`src/design/odsa_pkg.sv`:
```
package odsa_pkg;

   // Operand size: each octal digit carries three bits.
   localparam int MAX_DIGITS = 10;
   localparam int DIGIT_W    = 3;
   localparam int VAL_W      = DIGIT_W * MAX_DIGITS;
   localparam int LEN_W      = $clog2(MAX_DIGITS + 1);
   localparam int CNT_W      = $clog2(VAL_W + 1);

   localparam logic [LEN_W-1:0] MAX_LEN    = LEN_W'(MAX_DIGITS);
   localparam logic [5:0]       ASCII_ZERO = 6'd48;

   typedef enum logic [2:0] {
      OP_ADD = 3'd0,
      OP_SUB = 3'd1,
      OP_MUL = 3'd2,
      OP_DIV = 3'd3,
      OP_EQ  = 3'd4,
      OP_NE  = 3'd5,
      OP_LT  = 3'd6,
      OP_GT  = 3'd7
   } op_type;

   typedef enum logic [1:0] {
      KIND_DIGIT = 2'd0,
      KIND_TRUTH = 2'd1,
      KIND_ERROR = 2'd2,
      KIND_EMPTY = 2'd3
   } kind_type;

   typedef enum logic [2:0] {
      ERR_NONE     = 3'd0,
      ERR_TOO_MANY = 3'd1,
      ERR_NEGATIVE = 3'd2,
      ERR_DIV_ZERO = 3'd3,
      ERR_TOO_LONG = 3'd4
   } err_type;

   // Control into the multiply/divide unit.
   typedef struct packed {
      logic start;
      logic divide;
   } mdu_ctl_type;

   // Status back from the multiply/divide unit.
   typedef struct packed {
      logic done;
      logic overflow;
   } mdu_sts_type;

endpackage

```
`src/design/odsa_muldiv.sv`:
```
module odsa_muldiv
   import odsa_pkg::*;
(
   input  logic             clock,
   input  logic             reset,
   input  mdu_ctl_type      ctl,
   input  logic [VAL_W-1:0] value_a,
   input  logic [VAL_W-1:0] value_b,
   output mdu_sts_type      sts,
   output logic [VAL_W-1:0] result
);

   logic             busy_ff, busy_in;
   logic             done_ff, done_in;
   logic             div_ff, div_in;
   logic             ovf_ff, ovf_in;
   logic [CNT_W-1:0] cnt_ff, cnt_in;
   logic [VAL_W-1:0] acc_ff, acc_in;
   logic [VAL_W-1:0] shf_ff, shf_in;
   logic [VAL_W-1:0] opd_ff, opd_in;
   logic [VAL_W+1:0] prod_step;
   logic [VAL_W+1:0] trial;
   logic             fits;

   // One multiplier bit per cycle, most significant first: acc = 2*acc + bit*a.
   assign prod_step = {1'b0, acc_ff, 1'b0}
                    + (shf_ff[VAL_W-1] ? {2'b00, opd_ff} : {(VAL_W + 2){1'b0}});

   // Restoring division: one quotient bit per cycle from the dividend's top bit.
   assign trial = {1'b0, acc_ff, shf_ff[VAL_W-1]} - {2'b00, opd_ff};
   assign fits  = ~trial[VAL_W+1];

   always_comb begin
      busy_in = busy_ff;
      done_in = 1'b0;
      div_in  = div_ff;
      ovf_in  = ovf_ff;
      cnt_in  = cnt_ff;
      acc_in  = acc_ff;
      shf_in  = shf_ff;
      opd_in  = opd_ff;
      if (ctl.start) begin
         busy_in = 1'b1;
         div_in  = ctl.divide;
         ovf_in  = 1'b0;
         cnt_in  = CNT_W'(VAL_W);
         acc_in  = '0;
         opd_in  = ctl.divide ? value_b : value_a;
         shf_in  = ctl.divide ? value_a : value_b;
      end else if (busy_ff) begin
         if (div_ff) begin
            acc_in = fits ? trial[VAL_W-1:0] : {acc_ff[VAL_W-2:0], shf_ff[VAL_W-1]};
            shf_in = {shf_ff[VAL_W-2:0], fits};
         end else begin
            // Once the running product passes the range it can only grow.
            acc_in = prod_step[VAL_W-1:0];
            ovf_in = ovf_ff | (|prod_step[VAL_W+1:VAL_W]);
            shf_in = {shf_ff[VAL_W-2:0], 1'b0};
         end
         cnt_in = cnt_ff - 1'b1;
         if (cnt_ff == CNT_W'(1)) begin
            busy_in = 1'b0;
            done_in = 1'b1;
         end
      end
   end

   always_ff @(posedge clock) begin
      if (reset) begin
         busy_ff <= 1'b0;
         done_ff <= 1'b0;
      end else begin
         busy_ff <= busy_in;
         done_ff <= done_in;
      end
   end

   always_ff @(posedge clock) begin
      div_ff <= div_in;
      ovf_ff <= ovf_in;
      cnt_ff <= cnt_in;
      acc_ff <= acc_in;
      shf_ff <= shf_in;
      opd_ff <= opd_in;
   end

   assign sts.done     = done_ff;
   assign sts.overflow = ovf_ff;
   assign result       = div_ff ? shf_ff : acc_ff;

endmodule

```
`src/design/octal_digit_string_alu.sv`:
```
// Octal string ALU. Two unsigned numbers arrive as ASCII octal digits, least
// significant first, one digit per beat: operand A, then operand B. Digit beats
// are taken one per cycle and give no result. The beat that carries B's last
// digit and the opcode starts the operation, and the input stalls until the last
// result beat of that operation is in the output register. An operation first
// aligns the operands in their digit shift registers, then does add, subtract
// and the compares directly or runs multiply or divide in the bit-serial unit,
// and then sends one result beat per cycle unless the output side stalls (one
// beat per result digit, or a single beat for a compare, an error or a zero
// result). Digits are taken from the low three bits of the character. An operand
// longer than MAX_DIGITS digits makes the operation report the operand-too-long
// error.
module octal_digit_string_alu
   import odsa_pkg::*;
(
   input  logic       clock,
   input  logic       reset,
   input  logic       req_valid,
   output logic       req_stall,
   input  logic       req_second_operand,
   input  logic [5:0] req_digit_char,
   input  logic       req_last_digit,
   input  logic [2:0] req_opcode,
   output logic       rsp_valid,
   input  logic       rsp_stall,
   output logic [1:0] rsp_result_kind,
   output logic [5:0] rsp_result_char,
   output logic       rsp_truth,
   output logic [2:0] rsp_error_code,
   output logic       rsp_last_result
);

   typedef enum logic [3:0] {
      ST_IDLE  = 4'b0001,
      ST_ALIGN = 4'b0010,
      ST_ITER  = 4'b0100,
      ST_EMIT  = 4'b1000
   } state_type;

   state_type        state_ff, state_in;
   logic [VAL_W-1:0] a_ff, a_in;
   logic [VAL_W-1:0] b_ff, b_in;
   logic [LEN_W-1:0] len_a_ff, len_a_in;
   logic [LEN_W-1:0] len_b_ff, len_b_in;
   logic [LEN_W-1:0] pad_a_ff, pad_a_in;
   logic [LEN_W-1:0] pad_b_ff, pad_b_in;
   logic             overlong_ff, overlong_in;
   op_type           op_ff, op_in;

   // Pending result of the current operation.
   logic             num_ff, num_in;
   logic [VAL_W-1:0] res_ff, res_in;
   kind_type         ekind_ff, ekind_in;
   logic             etruth_ff, etruth_in;
   err_type          eerr_ff, eerr_in;

   // Output register.
   logic             rsp_valid_ff, rsp_valid_in;
   kind_type         okind_ff, okind_in;
   logic [5:0]       ochar_ff, ochar_in;
   logic             otruth_ff, otruth_in;
   err_type          oerr_ff, oerr_in;
   logic             olast_ff, olast_in;

   logic             accept;
   logic [DIGIT_W-1:0] digit;
   logic             slot_free;
   logic             aligned;
   logic             eq, lt, gt;
   logic [VAL_W:0]   sum, diff;
   logic [VAL_W-1:0] res_next;
   mdu_ctl_type      mdu_ctl;
   mdu_sts_type      mdu_sts;
   logic [VAL_W-1:0] mdu_result;

   assign req_stall = (state_ff != ST_IDLE);
   assign accept    = req_valid & ~req_stall;
   assign digit     = req_digit_char[DIGIT_W-1:0];
   assign slot_free = ~rsp_valid_ff | ~rsp_stall;
   assign aligned   = (pad_a_ff == MAX_LEN) && (pad_b_ff == MAX_LEN);

   // Compares and combinational add and subtract on the aligned operands.
   assign eq   = (len_a_ff == len_b_ff) && (a_ff == b_ff);
   assign lt   = (len_a_ff < len_b_ff) || ((len_a_ff == len_b_ff) && (a_ff < b_ff));
   assign gt   = (len_a_ff > len_b_ff) || ((len_a_ff == len_b_ff) && (a_ff > b_ff));
   assign sum  = {1'b0, a_ff} + {1'b0, b_ff};
   assign diff = {1'b0, a_ff} - {1'b0, b_ff};

   assign res_next = {{DIGIT_W{1'b0}}, res_ff[VAL_W-1:DIGIT_W]};

   odsa_muldiv u_muldiv (
      .clock   (clock),
      .reset   (reset),
      .ctl     (mdu_ctl),
      .value_a (a_ff),
      .value_b (b_ff),
      .sts     (mdu_sts),
      .result  (mdu_result)
   );

   always_comb begin
      state_in     = state_ff;
      a_in         = a_ff;
      b_in         = b_ff;
      len_a_in     = len_a_ff;
      len_b_in     = len_b_ff;
      pad_a_in     = pad_a_ff;
      pad_b_in     = pad_b_ff;
      overlong_in  = overlong_ff;
      op_in        = op_ff;
      num_in       = num_ff;
      res_in       = res_ff;
      ekind_in     = ekind_ff;
      etruth_in    = etruth_ff;
      eerr_in      = eerr_ff;
      rsp_valid_in = rsp_valid_ff & rsp_stall;
      okind_in     = okind_ff;
      ochar_in     = ochar_ff;
      otruth_in    = otruth_ff;
      oerr_in      = oerr_ff;
      olast_in     = olast_ff;
      mdu_ctl      = '{start: 1'b0, divide: 1'b0};

      unique case (state_ff)
         ST_IDLE: begin
            // Each digit beat enters the top of its operand's shift register.
            if (accept) begin
               if (!req_second_operand) begin
                  if (len_a_ff < MAX_LEN) begin
                     a_in     = {digit, a_ff[VAL_W-1:DIGIT_W]};
                     len_a_in = len_a_ff + 1'b1;
                  end else begin
                     overlong_in = 1'b1;
                  end
               end else begin
                  if (len_b_ff < MAX_LEN) begin
                     b_in     = {digit, b_ff[VAL_W-1:DIGIT_W]};
                     len_b_in = len_b_ff + 1'b1;
                  end else begin
                     overlong_in = 1'b1;
                  end
                  if (req_last_digit) begin
                     op_in    = op_type'(req_opcode);
                     pad_a_in = len_a_ff;
                     pad_b_in = len_b_in;
                     state_in = ST_ALIGN;
                  end
               end
            end
         end

         ST_ALIGN: begin
            if (!aligned) begin
               // Shift each operand down one digit until it sits at bit zero.
               if (pad_a_ff != MAX_LEN) begin
                  a_in     = {{DIGIT_W{1'b0}}, a_ff[VAL_W-1:DIGIT_W]};
                  pad_a_in = pad_a_ff + 1'b1;
               end
               if (pad_b_ff != MAX_LEN) begin
                  b_in     = {{DIGIT_W{1'b0}}, b_ff[VAL_W-1:DIGIT_W]};
                  pad_b_in = pad_b_ff + 1'b1;
               end
            end else begin
               // Operands are in place: pick the result or start the serial unit.
               num_in    = 1'b0;
               ekind_in  = KIND_ERROR;
               etruth_in = 1'b0;
               eerr_in   = ERR_NONE;
               state_in  = ST_EMIT;
               if (overlong_ff) begin
                  eerr_in = ERR_TOO_LONG;
               end else begin
                  unique case (op_ff)
                     OP_ADD: begin
                        if (sum[VAL_W]) begin
                           eerr_in = ERR_TOO_MANY;
                        end else begin
                           num_in = 1'b1;
                           res_in = sum[VAL_W-1:0];
                        end
                     end
                     OP_SUB: begin
                        if (diff[VAL_W]) begin
                           eerr_in = ERR_NEGATIVE;
                        end else begin
                           num_in = 1'b1;
                           res_in = diff[VAL_W-1:0];
                        end
                     end
                     OP_MUL: begin
                        mdu_ctl  = '{start: 1'b1, divide: 1'b0};
                        state_in = ST_ITER;
                     end
                     OP_DIV: begin
                        if (b_ff == '0) begin
                           eerr_in = ERR_DIV_ZERO;
                        end else begin
                           mdu_ctl  = '{start: 1'b1, divide: 1'b1};
                           state_in = ST_ITER;
                        end
                     end
                     OP_EQ: begin
                        ekind_in  = KIND_TRUTH;
                        etruth_in = eq;
                     end
                     OP_NE: begin
                        ekind_in  = KIND_TRUTH;
                        etruth_in = ~eq;
                     end
                     OP_LT: begin
                        ekind_in  = KIND_TRUTH;
                        etruth_in = lt;
                     end
                     OP_GT: begin
                        ekind_in  = KIND_TRUTH;
                        etruth_in = gt;
                     end
                     default: begin
                        ekind_in = KIND_ERROR;
                     end
                  endcase
               end
            end
         end

         ST_ITER: begin
            // Wait for the multiply or divide to finish.
            if (mdu_sts.done) begin
               state_in = ST_EMIT;
               if ((op_ff == OP_MUL) && mdu_sts.overflow) begin
                  num_in   = 1'b0;
                  ekind_in = KIND_ERROR;
                  eerr_in  = ERR_TOO_MANY;
               end else begin
                  num_in = 1'b1;
                  res_in = mdu_result;
               end
            end
         end

         ST_EMIT: begin
            // One result beat per free output slot, lowest digit first.
            if (slot_free) begin
               rsp_valid_in = 1'b1;
               ochar_in     = '0;
               otruth_in    = 1'b0;
               oerr_in      = ERR_NONE;
               olast_in     = 1'b1;
               if (!num_ff) begin
                  okind_in  = ekind_ff;
                  otruth_in = etruth_ff;
                  oerr_in   = eerr_ff;
               end else if (res_ff == '0) begin
                  okind_in = KIND_EMPTY;
               end else begin
                  okind_in = KIND_DIGIT;
                  ochar_in = ASCII_ZERO + 6'(res_ff[DIGIT_W-1:0]);
                  olast_in = (res_next == '0);
                  res_in   = res_next;
               end
               if (!num_ff || (res_ff == '0) || (res_next == '0)) begin
                  // Operation done: ready for the next pair of operands.
                  len_a_in    = '0;
                  len_b_in    = '0;
                  overlong_in = 1'b0;
                  state_in    = ST_IDLE;
               end
            end
         end

         default: begin
            state_in = ST_IDLE;
         end
      endcase
   end

   always_ff @(posedge clock) begin
      if (reset) begin
         state_ff     <= ST_IDLE;
         len_a_ff     <= '0;
         len_b_ff     <= '0;
         overlong_ff  <= 1'b0;
         rsp_valid_ff <= 1'b0;
      end else begin
         state_ff     <= state_in;
         len_a_ff     <= len_a_in;
         len_b_ff     <= len_b_in;
         overlong_ff  <= overlong_in;
         rsp_valid_ff <= rsp_valid_in;
      end
   end

   always_ff @(posedge clock) begin
      a_ff      <= a_in;
      b_ff      <= b_in;
      pad_a_ff  <= pad_a_in;
      pad_b_ff  <= pad_b_in;
      op_ff     <= op_in;
      num_ff    <= num_in;
      res_ff    <= res_in;
      ekind_ff  <= ekind_in;
      etruth_ff <= etruth_in;
      eerr_ff   <= eerr_in;
      okind_ff  <= okind_in;
      ochar_ff  <= ochar_in;
      otruth_ff <= otruth_in;
      oerr_ff   <= oerr_in;
      olast_ff  <= olast_in;
   end

   assign rsp_valid       = rsp_valid_ff;
   assign rsp_result_kind = okind_ff;
   assign rsp_result_char = ochar_ff;
   assign rsp_truth       = otruth_ff;
   assign rsp_error_code  = oerr_ff;
   assign rsp_last_result = olast_ff;

endmodule
```
`config.mk`:
```
export PLATFORM = sky130hd
export DESIGN_NAME = octal_digit_string_alu
export DESIGN_NICKNAME = d
export VERILOG_FILES = /design/src/design/odsa_pkg.sv /design/src/design/odsa_muldiv.sv /design/src/design/octal_digit_string_alu.sv
export SDC_FILE = /design/constraint.sdc
export NUM_CORES = 1
export LEC_CHECK = 0
export BUFFER_PORTS_ARGS = -buffer_cell sky130_fd_sc_hd__buf_2
export CORE_AREA = 2 2 222 224
export DETAILED_ROUTE_END_ITERATION = 16
export DIE_AREA = 0 0 224 226
export PLACE_DENSITY = 0.49
export SYNTH_ARGS = -nofsm -noshare
export SYNTH_HDL_FRONTEND = slang
export SYNTH_SLANG_ARGS = --single-unit
```
`constraint.sdc`:
```
create_clock -name clock -period 6.2 [get_ports clock]
set_clock_uncertainty 0.15 [all_clocks]
set_input_delay 0.31 -clock clock [delete_from_list [all_inputs] [get_ports clock]]
set_output_delay 0.31 -clock clock [all_outputs]
set_load 0.01 [all_outputs]
```
### Word-level counts from Yosys, hierarchy flattened

Cells that the tools add are included.

| storage, ports and cells | value |
|---|---|
| register bits after elaboration | 234 |
| latch bits | 0 |
| RAM bits | 0 |
| bits in read-only memories | 0 |
| bits of input ports | 15 |
| output and inout bits | 15 |
| memories | 0 |

| cells by class | value |
|---|---|
| add/sub/neg operators | 10 |
| multipliers | 0 |
| div/mod/pow operators | 0 |
| order comparisons | 6 |
| equality and inequality tests | 42 |
| shift-type cells | 0 |
| muxes and demuxes | 109 |
| bitwise operators | 12 |
| reduce and logical (&&, ||, !) cells | 38 |

Operators by type and width:

| kind | count |
|---|---|
| 2-to-1 mux 30 bit | 27 |
| one-hot mux 30 bit (2 select lines) | 3 |
| 2-to-1 mux 4 bit | 27 |
| zero test 30 bit | 3 |
| one-hot mux 30 bit (3 select lines) | 1 |
| one-hot mux 4 bit (2 select lines) | 5 |
| AND reduction 6 bit | 6 |
| inequality test 2 bit, second input constant | 17 |
| adder 31 x 32 -> 32 bit | 1 |
| subtractor 31 x 30 -> 32 bit | 1 |
| adder 30 x 30 -> 31 bit | 1 |
| subtractor 30 x 30 -> 31 bit | 1 |
| == test 30 bit | 1 |
| greater-than comparator 30 bit | 1 |
| less-than comparator 30 bit | 1 |
| 2-to-1 mux 2 bit | 13 |
| 2-to-1 mux 1 bit | 20 |
| adder 4 x 1 -> 4 bit, second input constant | 4 |
| one-hot mux 4 bit (4 select lines) | 1 |
| == test 3 bit, second input constant | 4 |
| == test 4 bit, second input constant | 3 |
| 2-to-1 mux 3 bit | 4 |
| inequality test 3 bit, second input constant | 4 |
| AND reduction 11 bit | 1 |
| other kinds (38) | 67 |

### Longest topological paths before layout

| depth | value |
|---|---|
| word-level depth | 8 |
| depth in mapped cells | 15 |
| gate-level depth less buffers | 14 |

### By module

From an unflattened synthesis, not the netlist that was laid out.

| second synthesis, totals | value |
|---|---|
| cell total of the unflattened synthesis | 1,915 |
| area total of the unflattened synthesis | 17,488.0 um^2 |

Modules (own cells, without submodules):

| module | times used | cells an instance | area each (um^2) |
|---|---|---|---|
| octal_digit_string_alu | 1 | 931 | 8,913.5 |
| odsa_muldiv | 1 | 984 | 8,574.5 |

### Worst setup path before layout

Ideal clock, no wire load.

| timing path | value |
|---|---|
| kind | register -> register |
| start point | register pad_a_ff[0] |
| end point | register u_muldiv.shf_ff[0], enable pin |
| library setup time | 0.385 ns |
| arrival | 4.197 ns |
| slack | 1.468 ns |
| stages on the path, launching flop included | 11 |
| period minus slack after synthesis | 4.732 ns |
| cells stage by stage | edfxtp_1 -> inv_1 -> ha_1 -> nand3b_1 -> or3_1 -> nor2_1 -> nand2_1 -> a21oi_1 -> nor2_1 -> clkbuf_1 -> inv_1 |

| between the ends | value |
|---|---|
| word-level cells in the longest chain between the ends | 5 |

Ends and longest elaborated chain:

| item | RTL line | source |
|---|---|---|
| start, declared | octal_digit_string_alu.sv:45 | `logic [LEN_W-1:0] pad_a_ff, pad_a_in;` |
| start signal, assigned | octal_digit_string_alu.sv:296 | `pad_a_ff <= pad_a_in;` |
| == test 4 bit | octal_digit_string_alu.sv:80 | `assign aligned = (pad_a_ff == MAX_LEN) && (pad_b_ff == MAX_LEN);` |
| logical AND 1 bit | octal_digit_string_alu.sv:80 |  |
| 2-to-1 mux 2 bit | octal_digit_string_alu.sv:153 | `if (!aligned) begin` |
| 2-to-1 mux 2 bit | octal_digit_string_alu.sv:124 | `unique case (state_ff)` |
| nonzero test 2 bit (no source line) | - |  |
| end signal, assigned | odsa_muldiv.sv:83 | `shf_ff <= shf_in;` |
| end, declared | odsa_muldiv.sv:19 | `logic [VAL_W-1:0] shf_ff, shf_in;` |

Every way passes these cells.
A chain may end at the register's enable or synchronous reset.

### Worst setup path in the final report

| timing path | value |
|---|---|
| start point | register b_ff[0] |
| end point | register res_ff[22], enable pin |

| between the ends | value |
|---|---|
| word-level cells in the longest chain between the ends | 3 |
| elaborated cells between the ends (all ways) | 5 |
| classes of those cells | add/sub (2); eq/ne (2); reduce/logical (1) |

Ends and longest elaborated chain:

| item | RTL line | source |
|---|---|---|
| start, declared | octal_digit_string_alu.sv:42 | `logic [VAL_W-1:0] b_ff, b_in;` |
| start signal, assigned | octal_digit_string_alu.sv:295 | `b_ff <= b_in;` |
| subtractor 30 x 30 -> 31 bit / adder 30 x 30 -> 31 bit (equally long branches) | octal_digit_string_alu.sv:87, octal_digit_string_alu.sv:86 |  |
| inequality test 3 bit (no source line) | - |  |
| AND reduction 11 bit (no source line) (*) | - |  |
| end signal, assigned | octal_digit_string_alu.sv:300 | `res_ff <= res_in;` |
| end, declared | octal_digit_string_alu.sv:52 | `logic [VAL_W-1:0] res_ff, res_in;` |

Mark *: on every way between the ends. The rest lies on a longest branch, timed or not.

==> impl_metrics.tcl <==
set metrics [dict create \
    finalCriticalPeriod_ns 4.66 \
    clock_latency_ns 0.57 \
    drt_iter0_drc 1047 \
    syn_inst 1838 \
    ant_nets 0 \
    cts_sinks 232 \
    grt_use_total_pct 20.7 \
    grt_pass1_wl_um 81500 \
    finalCritPeriodShare_pct 75.1 \
    syn_nets 1989 \
    netlist_area_um2 16700 \
    dpl.cell_count 2418 \
    required_ns 6.22 \
    status "finished clean" \
    yosysWarnings 0 \
    setup_viol 0 \
    drv_slew 0 \
    r2r_slack_ns 1.54 \
    core_area_um2 48300 \
    r2r-start "b_ff[0]" \
    min_to "state_ff[1]" \
    drcViolationCount 0 \
    power_uw 4100 \
    pin_count 30 \
    tns_ns 0 \
    clkTransAtPathRegs_ns 0.06 \
    numCtsBuffers 29 \
    port_buffers 25 \
    r2r_cells 12 \
    antenna_found_initial 0 \
    diodes 0 \
    synth_cell_types 82 \
    synthTopCellsByArea "edfxtp_1, ha_1, dfxtp_1" \
    hp-class "in2reg" \
    rsz0062_at_grt "no" \
    fin_ws_ns 1.54 \
    worst_pin_slew_ns 1.08 \
    vias_per_cell 5.63 \
    synth_top_flop_cell "edfxtp_1" \
    timing.max_cap.violations 0 \
    hold_violations 0 \
    hp-start "req_last_digit" \
    p_leak_uw 0.00777 \
    wl_per_cell_um 21.1 \
    dr.pass1.iters 5 \
    cp_max_fo 30 \
    end_kind "flip-flop" \
    synth.largest_area_cell "edfxtp_1" \
    worst-setup-path-type "reg2reg" \
    dp_slack_ns 1.49 \
    fin_nets 1988 \
    synth_top_area_share_pct 32.4 \
    grt_pass1_vias 13700 \
    r2r_end "res_ff[22]" \
    initial_core_util_pct 34.5 \
    wl_um 52500 \
    clockBufferDepth 3 \
    die_area_um2 50600 \
    vias 14000 \
    grt.overflow.total 0 \
    dp_hpwl_um 39300 \
    cts_tree "yes" \
    syn_area_per_cell_um2 9.09 \
    cp.arrival_ns 4.68 \
    cts.htree.levels 1 \
    start_kind "flip-flop" \
    relSlewSlack_pct 27.7 \
    clockRootBuffer "clkbuf_16" \
    grt_max_degree 64 \
    vdd_drop_max_v 0.000178 \
    drive_gt1_share_pct 6.56 \
    async_flop_share_pct 0 \
    seq_area_frac_synth_pct 38.6 \
    cts_hold_buf 10 \
    synth_edf_count 180 \
    row_count 81 \
    gp_congestion 0.893 \
    area_growth_pct 10.6 \
    hold_depth 3 \
    die_h_um 226 \
    die_x_um 224 \
    post_cts_buffers 0 \
    powerDensity_nw_per_um2 222 \
    cts_resized 0 \
    ys_ff_latch 232 \
    final_cells 2482 \
    fmaxAchievable_mhz 215 \
]
-- metrics by stage --
| stage | instance area (um2) | utilization [%] | hold WS (ns) |
|---|---|---|---|
| after floorplan | 16700 | - | 0.229 |
| after global placement | 17500 | 36.1 | 0.326 |
| after detailed placement | 17500 | 36.1 | 0.336 |
| after CTS | 18500 | 38.2 | 0.00372 |
| final | 18500 | 38.2 | 0.00979 |
| after global routing | 18500 | 38.2 | 0.0232 |
-- registers in the layout, indices dropped and copies added (netlist names), 2 cells and up --
register and cells:
a_ff 30, b_ff 30, res_ff 30, u_muldiv.acc_ff 30
u_muldiv.opd_ff 30, u_muldiv.shf_ff 30, u_muldiv.cnt_ff 5, len_a_ff 4
len_b_ff 4, pad_a_ff 4, pad_b_ff 4, rsp_result_char 4
state_ff 4, eerr_ff 3, op_ff 3, rsp_error_code 3
ekind_ff 2, rsp_result_kind 2
-- worst max-delay path, stage by stage (launching register included) --
cell,delay (ns)
edfxtp_1,0.47
ha_1,0.26
fa_1,0.39
nor2b_1,0.20
o21bai_1,0.16
a211oi_1,0.27
nor4_1,0.12
a22oi_1,0.37
a21oi_1,0.17
o211ai_1,0.36
mux2i_1,0.17
nor4_1,0.26
o221a_2,0.87
-- where the power goes --
group	switching (uW)	internal [uW]
logic	401	258
clock network	693	942
registers	70.4	1740
total	1160	2940
-- cell families (layout without fill, tap and decap cells) --
family	Yosys count	in the layout	synth area share (%)
multiplexers	74	74	4.49
flip-flops	232	232	38.6
buffers and inverters	206	228	4.82
XOR/XNOR	83	83	4.35
other	1	1	0.0225
adder cells (fa/ha/maj)	136	136	10.4
AO/OA/AOI/OAI	576	576	22.4
AND/OR/NAND/NOR	530	530	15.0
-- synth_stat cells (all sizes together) (28+ instances only) --
master and instances:
edfxtp 180, nand2 172, o21ai 162, a21oi 157
nor2 144, ha 132, inv 115, clkbuf 79
mux2i 69, xnor2 56, dfxtp 52, a21o 44
nor3 32, and3 28
-- worst max-delay path by stage --
stage | slack [ns] | startpoint | cells after the start | to
after global routing | 1.22 | b_ff[0] | 12 | res_ff[22]
after global placement | 1.58 | b_ff[0] | 12 | res_ff[22]
final | 1.54 | b_ff[0] | 12 | res_ff[22]
after detailed placement | 1.49 | b_ff[0] | 12 | res_ff[22]
after floorplan | 1.47 | pad_a_ff[0] | 10 | u_muldiv.shf_ff[0]
after CTS | 1.49 | b_ff[0] | 12 | res_ff[22]
-- per-layer routing --
metal  wire (um)  up-vias  global-route usage [%]
li1            -     6806                       -
met1       25300     6836                    29.1
met2       24500      281                    34.7
met3        1880       62                    1.76
met4         816        0                    4.26
met5           0        -                       0
-- cell usage in the layout (no fill, tap or decap), drive strengths merged, types with 49 or more instances in the layout --
cell type	synthesis	final
mux2i	69	69
nand2	172	172
dfxtp	52	52
nor2	144	144
o21ai	162	162
buf	12	49
inv	115	117
ha	132	132
xnor2	56	56
a21oi	157	157
edfxtp	180	180
-- layout make-up --
class	count	area [um2]
fillers	4870	29900
multi-input cells	1400	9510
flip-flops and latches	232	6450
well taps	622	778
clock buffers	35	748
inverters	115	432
repair buffers	59	405
clock inverters	19	155
No activity file was read; power rests on OpenSTA's default activity.
